==> config.mk <==
export PLATFORM = sky130hd
export DESIGN_NAME = bitmap_frame_allocator_core
export DESIGN_NICKNAME = d
export VERILOG_FILES = /design/src/rtl/bfa_pkg.sv /design/src/rtl/bfa_bitmap_ram.sv /design/src/rtl/bfa_ctrl.sv /design/src/rtl/bitmap_frame_allocator_core.sv
export SDC_FILE = /design/constraint.sdc
export NUM_CORES = 2
export LEC_CHECK = 0
export BUFFER_PORTS_ARGS = -buffer_cell sky130_fd_sc_hd__buf_2
export CORE_MARGIN = 2
export CORE_UTILIZATION = 45
export DETAILED_ROUTE_END_ITERATION = 8
export SLEW_MARGIN = 20
export SYNTH_ARGS = -nofsm -noshare
export SYNTH_HDL_FRONTEND = slang
export SYNTH_HIERARCHICAL = 1
export SYNTH_SLANG_ARGS = --single-unit
==> constraint.sdc <==
create_clock -name clk -period 11.6 [get_ports clk]
set_input_delay 0 -clock clk [delete_from_list [all_inputs] [get_ports clk]]
set_output_delay 0 -clock clk [all_outputs]
set_load 0.005 [all_outputs]
==> src/rtl/bfa_pkg.sv <==
// ----------------------------------------------------------------------------
// bfa_pkg
// shared constants and types of the bitmap frame allocator: bitmap geometry,
// operation and status codes, transaction structs and the memory access bundle
// ----------------------------------------------------------------------------
package bfa_pkg;

  localparam int FRAME_COUNT = 4096;
  localparam int WORD_BITS   = 32;
  localparam int WORD_TOTAL  = (FRAME_COUNT + WORD_BITS - 1) / WORD_BITS;
  localparam int IDX_W       = $clog2(WORD_BITS);
  localparam int ADDR_W      = $clog2(WORD_TOTAL);
  localparam int FRAME_W     = 12;
  localparam int LIMIT_W     = 13;

  localparam logic [LIMIT_W-1:0] LIMIT_RESET = LIMIT_W'(FRAME_COUNT);
  localparam logic [LIMIT_W-1:0] LIMIT_MAX   = LIMIT_W'(FRAME_COUNT);

  localparam logic MODE_ALLOC = 1'b0;
  localparam logic MODE_FREE  = 1'b1;

  localparam logic [1:0] ST_DONE      = 2'd0;
  localparam logic [1:0] ST_NO_CHANGE = 2'd1;
  localparam logic [1:0] ST_NO_FRAMES = 2'd2;

  typedef struct packed {
    logic               mode;
    logic [FRAME_W-1:0] page_frame;
    logic               kernel_page;
    logic               write_enable;
  } bfa_req_t;

  typedef struct packed {
    logic [FRAME_W-1:0] new_frame;
    logic               present;
    logic               writable;
    logic               user_access;
    logic [1:0]         status;
  } bfa_result_t;

  typedef struct packed {
    logic                 rd_en;
    logic [ADDR_W-1:0]    rd_addr;
    logic                 wr_en;
    logic [ADDR_W-1:0]    wr_addr;
    logic [WORD_BITS-1:0] wr_data;
  } bfa_mem_req_t;

endpackage

==> src/rtl/bfa_bitmap_ram.sv <==
// ----------------------------------------------------------------------------
// bfa_bitmap_ram
// frame bitmap storage: one write port, one read port with registered data;
// per-word valid bits make every word read as zero after reset
// ----------------------------------------------------------------------------
module bfa_bitmap_ram (
  input  logic                           clk,
  input  logic                           rst,
  input  bfa_pkg::bfa_mem_req_t          mem_req,
  output logic [bfa_pkg::WORD_BITS-1:0]  rd_data
);
  import bfa_pkg::*;

  logic [WORD_BITS-1:0]  mem [WORD_TOTAL];
  logic [WORD_TOTAL-1:0] valid;
  logic [WORD_BITS-1:0]  rd_word;
  logic                  rd_valid;

  always_ff @(posedge clk) begin
    if (mem_req.wr_en) begin
      mem[mem_req.wr_addr] <= mem_req.wr_data;
    end
    if (mem_req.rd_en) begin
      rd_word <= mem[mem_req.rd_addr];
    end
  end

  always_ff @(posedge clk) begin
    if (rst) begin
      valid    <= '0;
      rd_valid <= 1'b0;
    end else begin
      if (mem_req.wr_en) begin
        valid[mem_req.wr_addr] <= 1'b1;
      end
      if (mem_req.rd_en) begin
        rd_valid <= valid[mem_req.rd_addr];
      end
    end
  end

  // a word never written since reset holds only free frames
  assign rd_data = rd_valid ? rd_word : '0;

endmodule

==> src/rtl/bfa_ctrl.sv <==
// ----------------------------------------------------------------------------
// bfa_ctrl
// request sequencer: scans bitmap words one per cycle for the lowest free
// frame, and does read-modify-write of a single word for allocate and free
// ----------------------------------------------------------------------------
module bfa_ctrl (
  input  logic                          clk,
  input  logic                          rst,
  input  logic                          start,
  input  bfa_pkg::bfa_req_t             req,
  output logic                          busy,
  input  logic [bfa_pkg::LIMIT_W-1:0]   frame_limit,
  output bfa_pkg::bfa_mem_req_t         mem_req,
  input  logic [bfa_pkg::WORD_BITS-1:0] rd_data,
  output logic                          done,
  output bfa_pkg::bfa_result_t          result
);
  import bfa_pkg::*;

  typedef enum logic [2:0] {
    S_IDLE = 3'b001,
    S_SCAN = 3'b010,
    S_FREE = 3'b100
  } state_t;

  state_t            state, state_next;
  logic [ADDR_W-1:0] chk_ptr, chk_ptr_next;
  logic [ADDR_W-1:0] last_word, last_word_next;
  logic [IDX_W-1:0]  last_bit, last_bit_next;
  bfa_req_t          req_q, req_q_next;
  logic              done_next;
  bfa_result_t       result_next;

  logic [LIMIT_W-1:0]   lim_eff;
  logic [FRAME_W-1:0]   lim_m1;
  logic [WORD_BITS-1:0] scan_mask;
  logic [WORD_BITS-1:0] free_bits;
  logic                 found;
  logic [IDX_W-1:0]     found_idx;
  logic [WORD_BITS-1:0] found_onehot;
  logic [WORD_BITS-1:0] clear_onehot;

  assign lim_eff = (frame_limit > LIMIT_MAX) ? LIMIT_MAX : frame_limit;
  assign lim_m1  = FRAME_W'(lim_eff - LIMIT_W'(1));

  // frames of the current word that lie in [1, limit)
  always_comb begin
    for (int b = 0; b < WORD_BITS; b++) begin
      scan_mask[b] = ((chk_ptr != last_word) || (IDX_W'(b) <= last_bit)) &&
                     !((chk_ptr == '0) && (b == 0));
    end
  end

  assign free_bits = ~rd_data & scan_mask;
  assign found     = |free_bits;

  // lowest free bit wins
  always_comb begin
    found_idx = '0;
    for (int b = WORD_BITS - 1; b >= 0; b--) begin
      if (free_bits[b]) begin
        found_idx = IDX_W'(b);
      end
    end
  end

  assign found_onehot = WORD_BITS'(1) << found_idx;
  assign clear_onehot = WORD_BITS'(1) << req_q.page_frame[IDX_W-1:0];

  always_comb begin
    state_next     = state;
    chk_ptr_next   = chk_ptr;
    last_word_next = last_word;
    last_bit_next  = last_bit;
    req_q_next     = req_q;
    done_next      = 1'b0;
    result_next    = result;
    mem_req        = '0;

    unique case (state)
      S_IDLE: begin
        if (start) begin
          req_q_next     = req;
          last_word_next = lim_m1[FRAME_W-1:IDX_W];
          last_bit_next  = lim_m1[IDX_W-1:0];
          if (req.mode == MODE_ALLOC) begin
            if (req.page_frame != '0) begin
              done_next   = 1'b1;
              result_next = '{req.page_frame, 1'b0, 1'b0, 1'b0, ST_NO_CHANGE};
            end else if (lim_eff <= LIMIT_W'(1)) begin
              done_next   = 1'b1;
              result_next = '{'0, 1'b0, 1'b0, 1'b0, ST_NO_FRAMES};
            end else begin
              mem_req.rd_en   = 1'b1;
              mem_req.rd_addr = '0;
              chk_ptr_next    = '0;
              state_next      = S_SCAN;
            end
          end else begin
            if (req.page_frame == '0) begin
              done_next   = 1'b1;
              result_next = '{'0, 1'b0, 1'b0, 1'b0, ST_NO_CHANGE};
            end else begin
              mem_req.rd_en   = 1'b1;
              mem_req.rd_addr = req.page_frame[FRAME_W-1:IDX_W];
              state_next      = S_FREE;
            end
          end
        end
      end
      S_SCAN: begin
        if (found) begin
          mem_req.wr_en   = 1'b1;
          mem_req.wr_addr = chk_ptr;
          mem_req.wr_data = rd_data | found_onehot;
          done_next       = 1'b1;
          result_next     = '{{chk_ptr, found_idx}, 1'b1, req_q.write_enable,
                              !req_q.kernel_page, ST_DONE};
          state_next      = S_IDLE;
        end else if (chk_ptr == last_word) begin
          done_next   = 1'b1;
          result_next = '{'0, 1'b0, 1'b0, 1'b0, ST_NO_FRAMES};
          state_next  = S_IDLE;
        end else begin
          // data for the next word arrives with the next cycle
          mem_req.rd_en   = 1'b1;
          mem_req.rd_addr = chk_ptr + ADDR_W'(1);
          chk_ptr_next    = chk_ptr + ADDR_W'(1);
        end
      end
      S_FREE: begin
        mem_req.wr_en   = 1'b1;
        mem_req.wr_addr = req_q.page_frame[FRAME_W-1:IDX_W];
        mem_req.wr_data = rd_data & ~clear_onehot;
        done_next       = 1'b1;
        result_next     = '{'0, 1'b0, 1'b0, 1'b0, ST_DONE};
        state_next      = S_IDLE;
      end
      default: begin
        state_next = S_IDLE;
      end
    endcase
  end

  always_ff @(posedge clk) begin
    if (rst) begin
      state <= S_IDLE;
      done  <= 1'b0;
    end else begin
      state <= state_next;
      done  <= done_next;
    end
  end

  always_ff @(posedge clk) begin
    chk_ptr   <= chk_ptr_next;
    last_word <= last_word_next;
    last_bit  <= last_bit_next;
    req_q     <= req_q_next;
    result    <= result_next;
  end

  assign busy = (state != S_IDLE);

  // results only appear once the sequencer is back at rest
  a_done_idle: assert property (@(posedge clk) disable iff (rst)
    done |-> !busy)
    else $error("result strobe while busy");

  // bitmap is written only in the final cycle of an item
  a_write_final: assert property (@(posedge clk) disable iff (rst)
    mem_req.wr_en |=> done)
    else $error("bitmap write without result");

  // the scan never walks past the last word in range
  a_scan_bound: assert property (@(posedge clk) disable iff (rst)
    (state == S_SCAN) |-> (chk_ptr <= last_word))
    else $error("scan beyond limit");

  // a handed-out frame is never frame zero
  a_no_zero: assert property (@(posedge clk) disable iff (rst)
    (done && result.present) |-> (result.new_frame != '0))
    else $error("frame zero allocated");

endmodule

==> src/rtl/bitmap_frame_allocator_core.sv <==
// ----------------------------------------------------------------------------
// bitmap_frame_allocator_core
// physical frame allocator over a bitmap with one bit per frame
// ----------------------------------------------------------------------------
// An item is taken when start is high and busy is low. Its result is shown on
// result for exactly one cycle with done high; the receiver cannot stall it.
// Allocate with a frame already held, free of frame zero, and allocate with
// frame_limit at or below one finish without a bitmap access. A free reads
// one bitmap word and then writes it back. An allocate scan reads one 32-bit
// bitmap word per cycle through the single read port of the bitmap memory,
// visiting words up to the first word holding a free frame, at most 128 for
// 4096 frames. The bitmap is free right after reset with no clearing pass.
// frame_limit is written on the cfg channel, which is always ready.
// ----------------------------------------------------------------------------
module bitmap_frame_allocator_core (
  input  logic                         clk,
  input  logic                         rst,
  input  logic                         start,
  input  bfa_pkg::bfa_req_t            req,
  output logic                         busy,
  output logic                         done,
  output bfa_pkg::bfa_result_t         result,
  input  logic                         cfg_valid,
  output logic                         cfg_ready,
  input  logic [bfa_pkg::LIMIT_W-1:0]  cfg_data
);
  import bfa_pkg::*;

  logic [LIMIT_W-1:0]   frame_limit;
  bfa_mem_req_t         mem_req;
  logic [WORD_BITS-1:0] rd_data;

  assign cfg_ready = 1'b1;

  always_ff @(posedge clk) begin
    if (rst) begin
      frame_limit <= LIMIT_RESET;
    end else if (cfg_valid && cfg_ready) begin
      frame_limit <= cfg_data;
    end
  end

  bfa_ctrl u_ctrl (
    .clk         (clk),
    .rst         (rst),
    .start       (start),
    .req         (req),
    .busy        (busy),
    .frame_limit (frame_limit),
    .mem_req     (mem_req),
    .rd_data     (rd_data),
    .done        (done),
    .result      (result)
  );

  bfa_bitmap_ram u_ram (
    .clk     (clk),
    .rst     (rst),
    .mem_req (mem_req),
    .rd_data (rd_data)
  );

endmodule
==> flow_summary.ini <==
[yosys]
synth_edf_count = 4178
synth_area_um2 = 167000
async_flop_share = 0
synth_cell_type_count = 85
syn_avg_cell_area_um2 = 23.2
yosysWarningCount = 6
syn_nets = 7201
synth_flop_cell = edfxtp_1
synth-seq-cells = 4324
synth.yosys.seq_area_share = 0.771
syn_inst = 7165

[power]
leakagePower_nw = 47.0
ir_drop_v = 0.000124
power_density_nw_per_um2 = 167

[clock_network]
clock-sinks = 4324
cts_root_buf = clkbuf_16
numCtsBuffers = 432
cts-htree-levels = 5
cts_tree = yes
post_cts_buffers = 0
clockBufferDepth = 4
insertion_delay_ns = 1.00
clk_pin_slew_ns = 0.07

[sta]
clock.fmax_mhz = 115
slew_violations = 0
tns_ns = 0
setup_viol = 0
fin_skew_ns = 0.0750
period_needed_ns = 8.73
final_min_period_over_clock_period = 0.752
rsz0062_at_grt = false
maxSlewHeadroom = 0.176
hold_viol = 0
worst_pin_slew_ns = 1.24

[grt]
grt_max_degree = 152
grt_overflow = 0
antenna_found_initial = 47
grt_pass1_wl_um = 654000
grt_use_total = 0.253
grt_pass1_vias = 80600

[drt]
detail_route.first_pass.iterations = 6
wire_per_inst_um = 36.8
ant_nets = 0
drc = 0
drt_iter0_drc = 12900
wl_um = 477000
vias_per_cell = 6.34
vias = 81900

[final_layout]
final_layout_size_suffix_gt1_frac = 0.310
layout.nets = 7644
n_fill_cell = 28200
areaGrowthSynthToFinish_pct = 13.8
final_cells = 12900

[worst_hold_path]
holdCritPathClass = input pin to flip-flop
worstHoldStart = req[4]

[placement]
io_buffers = 50
placed_cells = 12000
hpwl_um = 251000
gp_congestion = 0.923

[floorplan]
initial_utilization = 0.452
row_count = 223
die-area_um2 = 375000
die_h_um = 612
die_width_um = 612
core_um2 = 369000
io_pins = 52

[worst_setup_path]
start_kind = flip-flop
crit_start = u_ctrl/chk_ptr[2]
path_class = flip-flop to flip-flop
arrival_ns = 9.38
r2r-start = u_ctrl/chk_ptr[2]
cp.required_ns = 12.26
cp-end-kind = flip-flop
crit_fanout = 151

[job]
cap_violations = 0

[outcome]
status = finished, final reports clean
==> layout make-up <==
cell class	count	area [µm²]	share of cell area
Inverter	30	118	0.000621
Tap cell	4950	6190	0.0327
Antenna cell	20	50.0	0.000264
Multi-Input combinational cell	2431	37800	0.200
Sequential cell	4324	128000	0.677
Timing Repair Buffer	389	3400	0.0180
Clock inverter	234	1950	0.0103
Clock buffer	557	11600	0.0612
==> critical path, stage by stage, from the launching register on <==
cell and delay (ns):
edfxtp_1 0.52, xor2_2 0.26, nor4_4 0.76, nand3b_1 0.27, a221oi_1 0.68, nand2_1 0.19
nor4_4 0.31, a21boi_4 0.47, a22o_4 0.50, buf_12 0.62, buf_4 0.95, mux4_2 0.42
mux4_2 0.52, mux4_2 0.58, nand2b_1 0.64, nand2_1 0.23
==> synth_stat cells (all sizes together), types with 9 or more instances <==
cell    instances  area share
a21oi          51      0.0015
a22o           17     0.00089
a31oi          20     0.00088
and2           40      0.0015
buf           178      0.0053
clkbuf        202      0.0046
dfxtp         146       0.018
edfxtp       4178        0.75
inv            30     0.00068
mux2i          19      0.0011
mux4         1372        0.19
nand2         126      0.0029
nand2b         47      0.0018
nand3          27     0.00081
nand4           9     0.00034
nor2          448       0.010
nor2b          13     0.00049
nor3           10     0.00033
nor3b           9     0.00041
nor4           14     0.00087
o21ai          73      0.0022
xor2           10     0.00062
==> path summary, 6_finish.rpt <==
check / cells past startpoint / end / slack (ns)
worst max-delay path: 15 / u_ram/rd_word[14] / 2.87
worst min-delay path: 3 / u_ctrl/result[7] / 0.09
worst max register to register: 15 / u_ram/rd_word[14] / 2.87
worst min register to register: 2 / u_ram/valid[16] / 0.47
==> per-stage QoR <==
stage	total power, mW	area, µm²	util	hold WS, ns	setup WS (ns)
after CTS	31.8	189000	0.514	0.00328	3.12
after floorplan	18.0	167000	-	0.0716	2.83
final	31.6	190000	0.514	0.0868	2.87
after global routing	32.5	189000	0.514	0.0706	2.68
after global placement	18.4	175000	0.474	0.198	3.07
after detailed placement	18.4	175000	0.475	0.180	3.14
==> timing repair <==
item                                    in CTS  in global routing
resized for setup                            0                  0
endpoints found under the setup margin       0                  0
hold endpoints to repair                   190                  0
hold buffers                                88                  0
==> cell families (layout without fill, tap and decap cells) <==
| kind of cell | after synthesis | count (layout) | share of synthesized area |
|---|---|---|---|
| multiplexers | 1393 | 1393 | 0.187 |
| buffers and inverters | 410 | 1210 | 0.0106 |
| flip-flops | 4324 | 4324 | 0.771 |
| adder cells (fa/ha/maj) | 5 | 5 | 0.000361 |
| XOR/XNOR | 17 | 17 | 0.000984 |
| AND/OR/NAND/NOR | 773 | 773 | 0.0207 |
| AO/OA/AOI/OAI | 242 | 242 | 0.00974 |
| other | 1 | 21 | 0.0000225 |
==> state kept, by name (all words and copies together), names as in the netlist, 5 cells and up <==
name / cells
u_ram/mem: 4096
u_ram/valid: 128
u_ram/rd_word: 32
u_ctrl/result: 17
u_ctrl/req_q: 14
frame_limit: 13
u_ctrl/chk_ptr: 7
u_ctrl/last_word: 7
u_ctrl/last_bit: 5
==> where the power goes <==
part	total (mW)	switching [mW]	internal (mW)	leakage (nW)
registers	17.0	0.0388	16.9	31.4
clock network	13.5	5.89	7.61	6.63
logic	1.18	0.744	0.431	8.99
total	31.6	6.67	25.0	47.0
==> cells in the final DEF, fill, tap and decap left out, types with 8 or more instances in the layout <==
cell	count
a21oi_1	44
a22o_1	11
a31oi_1	18
and2_1	40
buf_12	23
buf_2	49
buf_4	220
bufinv_16	26
clkbuf_1	103
clkbuf_16	440
clkbuf_8	14
clkinv_1	97
clkinv_2	78
clkinvlp_4	8
dfxtp_1	146
diode_2	20
dlygate4sd3_1	88
edfxtp_1	4178
inv_1	29
inv_6	12
mux2i_1	19
mux4_2	1372
nand2_1	124
nand2b_1	47
nand3_1	25
nand4_1	9
nor2_1	318
nor2_4	130
nor2b_1	13
nor3_1	9
nor3b_1	9
nor4_1	9
o21ai_0	51
o21ai_4	20
o22ai_1	8
xor2_1	8
==> metal layers <==
metal	wire [µm]	track usage	part of all wire
met5	78	0	0.00016
met4	18400	0.0886	0.039
met3	49700	0.0495	0.10
met2	226000	0.399	0.47
met1	182000	0.355	0.38
(Power assumes the default switching activity.)
